`src/rtl/core/trilinear_voxel_interpolator_core_assert.svh`:
```
// Assertion macros shared by the trilinear voxel interpolator RTL.
// No dependencies; the macros expand to nothing when SYNTHESIS is defined.
`ifndef TRILINEAR_VOXEL_INTERPOLATOR_CORE_ASSERT_SVH
`define TRILINEAR_VOXEL_INTERPOLATOR_CORE_ASSERT_SVH
`ifndef SYNTHESIS
`define TVI_ASSERT(lbl, clk, rstn, prop, msg) \
    lbl: assert property (@(posedge clk) disable iff (!(rstn)) (prop)) else $error(msg);
`define TVI_NEVER(lbl, clk, rstn, expr, msg) \
    lbl: assert property (@(posedge clk) disable iff (!(rstn)) !(expr)) else $error(msg);
`else
`define TVI_ASSERT(lbl, clk, rstn, prop, msg)
`define TVI_NEVER(lbl, clk, rstn, expr, msg)
`endif
`endif

```
`src/rtl/core/tvi_pkg.sv`:
```
// Package for the trilinear voxel interpolator: widths, register indexes,
// microcode word format and the microcode program. No dependencies.
`default_nettype none

package tvi_pkg;

    localparam int VOLUME_DEPTH_DEF = 65536;
    localparam int FRAC_BITS_DEF    = 16;

    localparam int COORD_W   = 8;
    localparam int STRIDE_W  = 16;
    localparam int VOXEL_W   = 16;
    localparam int FRAC_IN_W = 16;
    localparam int WADDR_W   = 16;
    localparam int PROD_W    = COORD_W + STRIDE_W;
    localparam int SUM_W     = PROD_W + 2;

    localparam int CFG_IDX_W = 2;
    localparam logic [CFG_IDX_W-1:0] CFG_STRIDE_X = 2'd0;
    localparam logic [CFG_IDX_W-1:0] CFG_STRIDE_Y = 2'd1;
    localparam logic [CFG_IDX_W-1:0] CFG_STRIDE_Z = 2'd2;

    localparam logic [STRIDE_W-1:0] STRIDE_X_RST = 16'd1;
    localparam logic [STRIDE_W-1:0] STRIDE_Y_RST = 16'd256;
    localparam logic [STRIDE_W-1:0] STRIDE_Z_RST = 16'd65535;

    localparam int STEP_W = 6;
    localparam logic [STEP_W-1:0] S_DISPATCH = 6'd0;
    localparam logic [STEP_W-1:0] S_READ0    = 6'd1;
    localparam logic [STEP_W-1:0] S_CHECK    = 6'd9;
    localparam logic [STEP_W-1:0] S_BLEND0   = 6'd10;
    localparam logic [STEP_W-1:0] S_OUT      = 6'd38;
    localparam logic [STEP_W-1:0] S_WRITE    = 6'd39;

    localparam int RF_N     = 14;
    localparam int RF_IDX_W = 4;
    localparam int BLEND_N  = 7;

    localparam logic [RF_IDX_W-1:0] BLEND_LO  [BLEND_N] = '{
        4'd0, 4'd2, 4'd4, 4'd6, 4'd8, 4'd10, 4'd12};
    localparam logic [RF_IDX_W-1:0] BLEND_HI  [BLEND_N] = '{
        4'd1, 4'd3, 4'd5, 4'd7, 4'd9, 4'd11, 4'd13};
    localparam logic [RF_IDX_W-1:0] BLEND_DST [BLEND_N] = '{
        4'd8, 4'd9, 4'd10, 4'd11, 4'd12, 4'd13, 4'd0};

    typedef enum logic [1:0] {
        J_NONE,
        J_WRITE,
        J_ERR
    } jcond_t;

    typedef enum logic [1:0] {
        AX_X,
        AX_Y,
        AX_Z
    } axis_t;

    typedef struct packed {
        logic                prod_en;
        logic                rd_en;
        logic [2:0]          corner;
        logic                mac_en;
        logic                clr;
        logic                half;
        logic                hi_w;
        axis_t               axis;
        logic [RF_IDX_W-1:0] src;
        logic                st_en;
        logic                st_shr;
        logic [RF_IDX_W-1:0] dst;
        logic                wr_en;
        logic                out_en;
        jcond_t              jc;
        logic [STEP_W-1:0]   target;
        logic                last;
    } uword_t;

    typedef struct packed {
        logic   load;
        uword_t uw;
    } dp_ctl_t;

    typedef struct packed {
        logic is_write;
        logic err;
        logic out_full;
    } dp_stat_t;

    // Microcode program. Each blend takes four steps: low half and high half of
    // the lower operand times its weight, then the same for the upper operand.
    function automatic uword_t ucode(input logic [STEP_W-1:0] step);
        uword_t            w;
        logic [STEP_W-1:0] rel;
        logic [2:0]        blk;
        logic [1:0]        ph;
        w   = '0;
        rel = step - S_BLEND0;
        blk = rel[4:2];
        ph  = rel[1:0];
        if (step == S_DISPATCH) begin
            w.prod_en = 1'b1;
            w.jc      = J_WRITE;
            w.target  = S_WRITE;
        end else if (step >= S_READ0 && step < S_CHECK) begin
            w.rd_en  = 1'b1;
            w.corner = 3'(step - S_READ0);
        end else if (step == S_CHECK) begin
            w.jc     = J_ERR;
            w.target = S_OUT;
        end else if (step >= S_BLEND0 && step < S_OUT) begin
            w.mac_en = 1'b1;
            w.clr    = (ph == 2'd0);
            w.half   = ph[0];
            w.hi_w   = ph[1];
            w.src    = ph[1] ? BLEND_HI[blk] : BLEND_LO[blk];
            w.axis   = (blk < 3'd4) ? AX_X : ((blk < 3'd6) ? AX_Y : AX_Z);
            if (ph == 2'd3 && blk != 3'd6) begin
                w.st_en  = 1'b1;
                w.st_shr = (blk >= 3'd4);
                w.dst    = BLEND_DST[blk];
            end
        end else if (step == S_OUT) begin
            w.out_en = 1'b1;
            w.last   = 1'b1;
        end else if (step == S_WRITE) begin
            w.wr_en = 1'b1;
            w.last  = 1'b1;
        end
        return w;
    endfunction

endpackage

`default_nettype wire

```
`src/rtl/core/tvi_sequencer.sv`:
```
// Microcode sequencer: step counter, program lookup and conditional jumps.
// Depends on tvi_pkg and the assertion macro header.
`default_nettype none
`include "trilinear_voxel_interpolator_core_assert.svh"

module tvi_sequencer
    import tvi_pkg::*;
(
    input  logic     aclk,
    input  logic     aresetn,
    input  logic     s_valid,
    output logic     s_ready,
    input  dp_stat_t stat,
    output dp_ctl_t  ctl
);

    typedef enum logic {
        ST_IDLE,
        ST_RUN
    } state_t;

    state_t            state_reg, state_next;
    logic [STEP_W-1:0] step_reg, step_next;
    uword_t            uw;
    logic              accept;
    logic              hold;
    logic              take_jump;

    always_comb begin
        accept = s_valid && (state_reg == ST_IDLE);
        uw     = (state_reg == ST_RUN) ? ucode(step_reg) : '0;
        hold   = uw.out_en && stat.out_full;
        case (uw.jc)
            J_WRITE: take_jump = stat.is_write;
            J_ERR:   take_jump = stat.err;
            default: take_jump = 1'b0;
        endcase
        state_next = state_reg;
        step_next  = step_reg;
        if (accept) begin
            state_next = ST_RUN;
            step_next  = S_DISPATCH;
        end else if (state_reg == ST_RUN && !hold) begin
            if (take_jump) begin
                step_next = uw.target;
            end else if (uw.last) begin
                state_next = ST_IDLE;
            end else begin
                step_next = step_reg + 1'b1;
            end
        end
    end

    always_ff @(posedge aclk) begin
        if (!aresetn) begin
            state_reg <= ST_IDLE;
            step_reg  <= S_DISPATCH;
        end else begin
            state_reg <= state_next;
            step_reg  <= step_next;
        end
    end

    assign s_ready  = (state_reg == ST_IDLE);
    assign ctl.load = accept;
    assign ctl.uw   = uw;

    `TVI_ASSERT(a_accept_start, aclk, aresetn, accept |=> (state_reg == ST_RUN && step_reg == S_DISPATCH), "accepted request did not start the program")
    `TVI_ASSERT(a_out_hold, aclk, aresetn, hold |=> (state_reg == ST_RUN && step_reg == S_OUT), "stalled result step was left")
    `TVI_ASSERT(a_step_range, aclk, aresetn, (state_reg == ST_RUN) |-> (step_reg <= S_WRITE), "step counter beyond program")

endmodule

`default_nettype wire

```
`config.mk`:
```
export PLATFORM = sky130hd
export DESIGN_NAME = tvi_sequencer
export DESIGN_NICKNAME = d
export VERILOG_FILES = /design/src/rtl/core/tvi_pkg.sv /design/src/rtl/core/tvi_sequencer.sv
export VERILOG_INCLUDE_DIRS = /design/src /design/src/rtl/core
export SDC_FILE = /design/constraint.sdc
export NUM_CORES = 1
export LEC_CHECK = 0
export BUFFER_PORTS_ARGS = -buffer_cell sky130_fd_sc_hd__buf_2
export CAP_MARGIN = 20
export CORE_MARGIN = 8
export CORE_UTILIZATION = 43
export DETAILED_ROUTE_END_ITERATION = 10
export PLACE_DENSITY = 0.75
export SLEW_MARGIN = 10
export SYNTH_ARGS = -nofsm -noshare
export SYNTH_HDL_FRONTEND = slang
export SYNTH_SLANG_ARGS = --single-unit
export TNS_END_PERCENT = 100
```
`constraint.sdc`:
```
create_clock -name aclk -period 2.5 [get_ports aclk]
set_input_delay 0.5 -clock aclk [delete_from_list [all_inputs] [get_ports aclk]]
set_output_delay 0.5 -clock aclk [all_outputs]
set_load 0.01 [all_outputs]
```
---- Word-level counts from Yosys, hierarchy flattened ----
Memories as Yosys holds them, arrays and structs flattened.
Index checks and enable logic that the tools add are counted.
word-level totals
  memories kept ........................... 3
  register bits ........................... 7
  logic and storage cells ................. 76
  memory bits (read-only) ................. 96
  RAM bits ................................ 0
  output and inout bits ................... 34
  latch bits .............................. 0
operators by class
  eq/ne operators ......................... 9
  bitwise logic cells ..................... 3
  shift-type cells ........................ 0
  div/mod/pow operators ................... 0
  $lt $le $gt $ge ......................... 8
  add/sub/neg operators ................... 3
  mux-type cells .......................... 34
  reductions and logical operators ........ 14
  multiply operators ...................... 0
memory list
  name             depth  bits a word  rd ports  clocked after memory_dff  write ports  RTL line        source
  (no name shown)  8      4            1         0                         0            tvi_pkg.sv:120  w.dst = BLEND_DST[blk];
  (no name shown)  8      4            1         0                         0            tvi_pkg.sv:115  w.src = ph[1] ? BLEND_HI[blk] : BLEND_LO[blk];
  (no name shown)  8      4            1         0                         0            tvi_pkg.sv:115
operators by type and width
  cell                                                                          count
  32-bit 2-to-1 mux                                                             1
  4-bit 2-to-1 mux                                                              8
  27-bit 2-to-1 mux                                                             1
  22-bit 2-to-1 mux                                                             1
  18-bit 2-to-1 mux                                                             1
  6-bit 2-to-1 mux                                                              3
  16-bit 2-to-1 mux                                                             1
  8-bit 2-to-1 mux                                                              2
  6-bit equality test, second input constant                                    2
  1-bit 2-to-1 mux                                                              12
  6-bit by 1-bit adder with 6-bit output, second input constant                 1
  6-bit by 4-bit equality test with 1-bit output, second input constant         1
  6-bit by 1-bit >= comparator with 1-bit output, second input constant         1
  6-bit by 4-bit >= comparator with 1-bit output, second input constant         1
  1-bit logical AND                                                             6
  6-bit zero test                                                               1
  3-bit less-than comparator, second input constant                             2
  6-bit by 4-bit less-than comparator with 1-bit output, second input constant  1
  6-bit less-than comparator, second input constant                             1
  2-bit 2-to-1 mux                                                              3
  5-bit by 4-bit subtractor with 5-bit output, second input constant            1
  2-bit equality test, second input constant                                    2
  4-bit >= comparator, second input constant                                    1
  3-bit NOT with 4-bit output                                                   1
  other kinds (14)                                                              16

---- Longest topological paths before layout ----
Gate-level depths: netlist (run 1).
  depth after elaboration ................. 16
  mapped depth ............................ 11

---- Worst setup path after synthesis (run 1) ----
OpenSTA, ideal clock, no wires.
  kind .................................... register to register
  start ................................... reg step_reg[4]
  end ..................................... reg step_reg[1]
  setup slack ............................. -0.215 ns
  period minus slack after synthesis ...... 2.715 ns
  arrival time ............................ 2.645 ns
  buffers on the path ..................... 1
  required time ........................... 2.430 ns
  stages on the path, launching flop included .. 10
  cell sequence ........................... dfxtp_1 buf_6 or3_4 or4_4 ha_1 a22oi_1 nor2_1 and3_4 or4_1 a21oi_1
on the way
  cells in the longest elaborated chain, start to end .. 11
  elaborated cells between the ends (all ways) .. 32
  those cells by class .................... 4 x order compare; 6 x eq/ne; 15 x mux; 7 x reduce/logical
RTL lines
  item                                                                          RTL line                        source
  from (decl)                                                                   tvi_sequencer.sv:23             logic [STEP_W-1:0] step_reg, step_next;
  from (signal assigned)                                                        tvi_sequencer.sv:60             step_reg <= step_next;
  6-bit by 4-bit >= comparator with 1-bit output, or another cell as far along  tvi_pkg.sv:110                  end else if (step >= S_BLEND0 && step < S_OUT) begin
  1-bit logical AND / 1-bit 2-to-1 mux (equally long branches)                  tvi_pkg.sv:110, tvi_pkg.sv:122
  2-bit 2-to-1 mux                                                              tvi_pkg.sv:110
  18-bit 2-to-1 mux                                                             tvi_pkg.sv:107                  end else if (step == S_CHECK) begin
  27-bit 2-to-1 mux                                                             tvi_pkg.sv:104                  end else if (step >= S_READ0 && step < S_CHECK) begin
  22-bit 2-to-1 mux                                                             tvi_pkg.sv:100                  if (step == S_DISPATCH) begin
  32-bit 2-to-1 mux (*)                                                         tvi_sequencer.sv:31             uw = (state_reg == ST_RUN) ? ucode(step_reg) : '0;
  branches (longest 4 deep; another with 2-bit equality test)                   n/a
Mark *: on every way between the ends.
A chain may end at the register's enable or synchronous reset.

---- Worst setup path in the final report (run 1) ----
Same ends and word-level chain as after synthesis.

==> flow_summary_export.csv, run 1 <==
group,metric,value,unit
timing,setup_ws,-186,ps
run_status,outcome,"complete, but fails checks",
timing,fin_setup_tns,-2700,ps
detailed_routing,num_vias,1274,
placement,globalplace.congestion,0.962,
detailed_routing,ant_nets,0,
timing,hold_ws,480,ps
detailed_routing,drc,0,
run_status,violations,"setup timing",
pwr,leakage,0.852,nW
cells_and_area,largest_register_ffs,6,
worst_setup_path,critical_path_arrival,2860,ps
cells_and_area,stdcell_count,229,
detailed_routing,via_per_inst,5.56,
cells_and_area,most-common-layout-cells,"32 x buf_2, 31 x buf_4, 11 x buf_6",
worst_setup_path,crit_chain,"or3_4, or4_4, inv_4, ha_4, o221ai_2, nor4_4, buf_4, or4_1, a21oi_1",
clocking,clock_latency,270,ps
timing,slew_violations,0,
synth,ys_ff_latch,7,
floorplan,die-width,63.6,um
worst_setup_path,start_kind,"register",
cells_and_area,diodes,0,
synth,synth-edff-count,0,
synth,yosys.area_share.adder,11.6,%
job,cap_violations,0,
synth,synth_cells,133,
detailed_routing,drt-initial-drc-count,63,
clocking,cts_buffers,3,
synth,synth_top_family_by_area,"simple AND/OR/NAND/NOR gates",
timing,finalCritPeriodShare,107,%
detailed_routing,dr.pass1.iters,4,
floorplan,boundaryPins,40,
global_routing,grt_usage,18.2,%
worst_setup_path,worst-setup-path-type,"register to register",
synth,synth_compound_gate_area_share,21.2,%
cells_and_area,syn2layout_area_growth,83.4,%
worst_hold_path,min_path_type,"input port to register",
pwr,powerDensity,225,nW/um2
floorplan,fp-row-count,17,
worst_setup_path,end_kind,"register",
timing,rsz0062_at_grt,"true",
global_routing,grt_pass1_wl,6.21,mm
global_routing,grt_max_degree,14,
global_routing,antenna_found_initial,0,
timing,hold_viol_final,0,
synth,ys_types,40,
placement,port_buffers,37,
synth,yosysTopAreaCell,"dfxtp_1",
clocking,postCtsHoldBufs,0,
synth,async_reset_ff_share,0,%
timing,fmax,372,MHz
global_routing,grt_pass1_vias,1318,
synth,synthSimpleGateAreaFrac,34.4,%
worst_setup_path,required,2670,ps
clocking,cts_sinks,7,
global_routing,overflow,0,
clocking,htreeDepth,1,
placement,place_ws,-112,ps
synth,yosysSeqAreaShare,14.4,%
clocking,path_clk_slew,60,ps
synth,synth_mux_area_share,0,%
placement,dp_hpwl,2.56,mm
floorplan,start_util,44.9,%
floorplan,die-area,4040,um2
synth,syn-cell-area,973,um2
timing,period_minus_slack,2690,ps
timing,finalClockSkew,9.26,ps
cells_and_area,mostFrequentLayoutCell,"buf_2",
clocking,cts_tree,"built",
timing,setup-violations-final,24,
worst_setup_path,worst-path-max-fanout,4,
synth,synth_area_leaders,"dfxtp_1 14%, ha_1 12%, buf_4 7.7%, nor2_1 6.2%, o21ai_0 4.6%",
worst_setup_path,critPathSlowestCell,"or4_1",
detailed_routing,wl,4.14,mm
placement,placed_cells,215,
pwr,peakVddDrop,0.223,mV
cells_and_area,nets,217,
cells_and_area,final_util,82.3,%
floorplan,dieHeight,63.6,um
clocking,root_buffer,"clkbuf_4",
detailed_routing,wl_per_cell,18.1,um
floorplan,core_area,2170,um2
synth,ys.flop_type,"dfxtp_1",
synth,avgSynthCellArea,7.32,um2
worst_setup_path,crit_path_max_incr_delay,490,ps
synth,synth_xor_area_share,4.50,%
synth,yosysWarnings,0,
clocking,cts_buffer_depth,2,
synth,synthDominantCellAreaShare,14.4,%
cells_and_area,layout-drive-gt1-share,65.7,%
==> synthesized netlist by cell type (2+ instances only) <==
cell type	instances
nor2_1	16
nand2_1	11
buf_4	10
ha_1	9
inv_1	9
o21ai_0	9
a21oi_1	8
dfxtp_1	7
nor3_1	7
nand2b_1	4
or4_1	4
a31oi_1	3
xnor2_1	3
and2_1	2
buf_6	2
nand4_1	2
nor2b_1	2
o221ai_1	2
xor2_1	2
==> final cells by class <==
class,instances,area (um2)
well taps,28,35.0
fillers,134,384
flip-flops and latches,7,145
inverters,9,43.8
repair buffers,75,532
multi-input cells,106,1000
clock buffers,4,26.3
==> cell families after synthesis <==
| kind of cell | after synthesis |
|---|---|
| simple gates | 60 |
| compound gates | 30 |
| buf+inv | 21 |
| fa+ha+maj | 9 |
| flops | 7 |
| xor+xnor | 5 |
| other cells | 1 |
==> through the flow <==
step / instance area [um2] / total power [mW]
global placement: 1360 / 0.236
finish: 1790 / 0.402
CTS: 1610 / 0.382
floorplan: 1030 / 0.198
detailed placement: 1360 / 0.239
global route: 1790 / 0.418
==> where the power goes <==
| part | switching, mW | internal [mW] |
|---|---|---|
| logic | 0.0918 | 0.0832 |
| registers | 0.00324 | 0.115 |
| clock network | 0.0475 | 0.0613 |
==> final timing paths <==
path                             from                  endpoint  slack (ps)  depth (start not counted)
min reg2reg  step_reg[5]$_SDFFE_PP0P_  step_reg[5]$_SDFFE_PP0P_         660                          3
max reg2reg  step_reg[4]$_SDFFE_PP0P_  step_reg[1]$_SDFFE_PP0P_        -190                          9
max          step_reg[4]$_SDFFE_PP0P_  step_reg[1]$_SDFFE_PP0P_        -190                          9
min                           aresetn    state_reg$_SDFFE_PN0P_         480                          3
==> timing repair <==
| action | 4_1_cts | 5_1_grt |
|---|---|---|
| gates resized for setup | 39 | 31 |
| pin swaps | 21 | 7 |
| setup buffers | 7 | 4 |
| setup endpoints to repair | 29 | 29 |
==> critical path, delay by kind of cell, from the launching register on <==
family	cells	cell delay, ps
adder cells (fa/ha/maj)	1	200
flip-flops	1	320
buffers and inverters	2	250
AO/OA/AOI/OAI	2	350
AND/OR/NAND/NOR	4	1470
==> metal layers <==
metal  GRT usage (%)  vias up  wire length [um]
met5               0        -                 0
met4            8.64        0                99
met3            2.65       11               175
met2            33.5       41              2200
met1            19.6      622              1670
li1                -      600                 -
No activity file was read; power rests on OpenSTA's default activity.
==> run 2, diff against run 1 <==
--- a/config.mk
+++ b/config.mk
@@ -6,12 +6,13 @@
 export SDC_FILE = /design/constraint.sdc
 export NUM_CORES = 1
 export LEC_CHECK = 0
+export ABC_AREA = 1
 export BUFFER_PORTS_ARGS = -buffer_cell sky130_fd_sc_hd__buf_2
 export CAP_MARGIN = 20
 export CORE_MARGIN = 8
-export CORE_UTILIZATION = 43
+export CORE_UTILIZATION = 45
 export DETAILED_ROUTE_END_ITERATION = 10
-export PLACE_DENSITY = 0.75
+export PLACE_DENSITY = 0.76
 export SLEW_MARGIN = 10
 export SYNTH_ARGS = -nofsm -noshare
 export SYNTH_HDL_FRONTEND = slang
==> flow_summary_export.csv, run 2 <==
group,metric,value,unit
global_routing,overflow,0,
clocking,clock_latency,260,ps
detailed_routing,ant_nets,0,
clocking,cts_tree,"built",
cells_and_area,nets,233,
worst_setup_path,critical_path_arrival,1920,ps
synth,ys.flop_type,"dfxtp_1",
synth,synth_top_family_by_area,"simple AND/OR/NAND/NOR gates",
synth,synth_common_cells,"37 x nand2_1, 27 x nor2_1, 15 x inv_1, 10 x inv_2",
clocking,cts_buffers,3,
synth,async_reset_ff_share,0,%
timing,setup_ws,81.2,ps
synth,synth_compound_gate_area_share,4.72,%
synth,synth-edff-count,0,
floorplan,start_util,46.9,%
global_routing,grt_pass1_wl,4.71,mm
synth,synth_cells,173,
cells_and_area,layout-drive-gt1-share,49.8,%
detailed_routing,via_per_inst,4.78,
global_routing,grt_usage,13.3,%
synth,avgSynthCellArea,6.59,um2
timing,setup-violations-final,0,
synth,yosysTopAreaCell,"dfxtp_1",
timing,hold_viol_final,0,
floorplan,fp-row-count,18,
detailed_routing,drc,0,
worst_setup_path,required,2000,ps
timing,slew_violations,0,
detailed_routing,drt-initial-drc-count,39,
cells_and_area,largest_register_ffs,6,
synth,ys_types,34,
synth,synth_xor_area_share,2.96,%
cells_and_area,diodes,0,
clocking,cts_sinks,7,
worst_setup_path,end_kind,"primary output",
clocking,path_clk_slew,50,ps
floorplan,core_area,2430,um2
job,cap_violations,0,
timing,finalClockSkew,1.74,ps
synth,yosysSeqAreaShare,12.3,%
worst_setup_path,start_kind,"register",
synth,ys_ff_latch,7,
clocking,htreeDepth,1,
pwr,peakVddDrop,0.173,mV
floorplan,die-width,66.3,um
timing,period_minus_slack,2420,ps
synth,yosysWarnings,0,
worst_setup_path,worst-setup-path-type,"register to primary output",
detailed_routing,wl_per_cell,12.2,um
pwr,powerDensity,281,nW/um2
detailed_routing,dr.pass1.iters,4,
synth,synth_mux_area_share,0,%
placement,place_ws,196,ps
timing,finalCritPeriodShare,96.8,%
floorplan,die-area,4400,um2
global_routing,antenna_found_initial,0,
detailed_routing,wl,3.02,mm
run_status,outcome,"completed",
pwr,leakage,0.869,nW
clocking,cts_buffer_depth,2,
cells_and_area,final_util,59.3,%
floorplan,dieHeight,66.3,um
placement,port_buffers,37,
global_routing,grt_max_degree,11,
synth,yosys.area_share.adder,9.88,%
synth,synth_area_leaders,"dfxtp_1 12%, nand2_1 12%, ha_1 9.9%, nor2_1 8.9%, buf_4 5.9%",
detailed_routing,num_vias,1181,
worst_hold_path,min_path_type,"input port to register",
worst_setup_path,worst-path-max-fanout,5,
synth,synth.most_common_cell,"nand2_1",
clocking,postCtsHoldBufs,0,
cells_and_area,fillers,241,
placement,dp_hpwl,2.37,mm
cells_and_area,mostFrequentLayoutCell,"buf_2",
timing,fmax,413,MHz
synth,synthDominantCellAreaShare,12.3,%
placement,globalplace.congestion,0.852,
clocking,root_buffer,"clkbuf_4",
cells_and_area,most-common-layout-cells,"37 x buf_2, 36 x nand2_1, 27 x nor2_1",
synth,synthSimpleGateAreaFrac,52.0,%
global_routing,grt_pass1_vias,1066,
floorplan,boundaryPins,40,
synth,syn-cell-area,1140,um2
cells_and_area,syn2layout_area_growth,26.5,%
run 2: cell count changes after synthesis, moves of 5 or more:
cell,previous run,this run
nor3_1,7,2
inv_2,0,10
nand2_1,11,37
nand2_2,0,9
o21ai_0,9,1
inv_1,9,15
nor2_1,16,27
nand3_1,0,6
run 2: cell families after synthesis:
family / count (synthesis)
xor+xnor: 3
flops: 7
compound gates: 9
simple gates: 104
other cells: 1
buf+inv: 40
fa+ha+maj: 9
run 2: layout make-up:
class | instances | area [um2] | share of cell area (%)
Tap cell | 30 | 37.5 | 2.60
Sequential cell | 7 | 145 | 10.1
Clock buffer | 4 | 26.3 | 1.82
Inverter | 29 | 116 | 8.07
Timing Repair Buffer | 50 | 287 | 19.9
Multi-Input combinational cell | 127 | 830 | 57.6
run 2: final timing paths:
| path | from | end | slack [ps] | cells after the start |
|---|---|---|---|---|
| worst min-delay path | aresetn | state_reg$_SDFFE_PN0P_ | 510 | 3 |
| worst min register to register | step_reg[1]$_SDFFE_PP0P_ | step_reg[1]$_SDFFE_PP0P_ | 600 | 4 |
| worst max register to register | step_reg[0]$_SDFFE_PP0P_ | step_reg[3]$_SDFFE_PP0P_ | 320 | 15 |
| worst max-delay path | step_reg[1]$_SDFFE_PP0P_ | ctl[12] | 80 | 14 |
run 2: worst max-delay path, cell delays in order, from the launching register on:
cell	delay, ps
dfxtp_2	340
buf_6	120
ha_4	130
nand2_1	50
nand2_1	80
clkinv_1	70
nand2_2	70
nand2_4	60
inv_4	60
nand3_4	80
nor2_8	180
buf_4	130
nand2_2	40
nor3_2	90
buf_2	150
run 2: routing by layer:
metal  routed length [um]  share of wire [%]  track usage, %
met2                 1430                 47            23.5
met4                  105                3.5            5.07
met5                    0                  0               0
met3                  240                7.9            1.69
met1                 1250                 41            15.7
run 2: repair_timing:
action	CTS	global route
gates resized for setup	1	15
setup endpoints to repair	5	17
pin swaps	0	5
buffers inserted	0	8
run 2: stage by stage:
| step | hold WS [ps] | setup TNS [ps] | cells | cell area [um2] | power (mW) |
|---|---|---|---|---|---|
| after floorplan | 554 | 0 | 174 | 1140 | 0.246 |
| after global placement | 613 | 0 | 235 | 1310 | 0.277 |
| after detailed placement | 633 | 0 | 235 | 1310 | 0.279 |
| after CTS | 511 | 0 | 239 | 1340 | 0.387 |
| after global routing | 526 | -80.6 | 247 | 1440 | 0.431 |
| final | 508 | 0 | 247 | 1440 | 0.405 |
run 2: power breakdown:
| part | internal, mW | switching [mW] | leakage (nW) |
|---|---|---|---|
| Combinational | 0.0642 | 0.106 | 0.795 |
| Sequential | 0.117 | 0.00987 | 0.0590 |
| Clock | 0.0612 | 0.0462 | 0.0150 |
| Total | 0.243 | 0.162 | 0.869 |
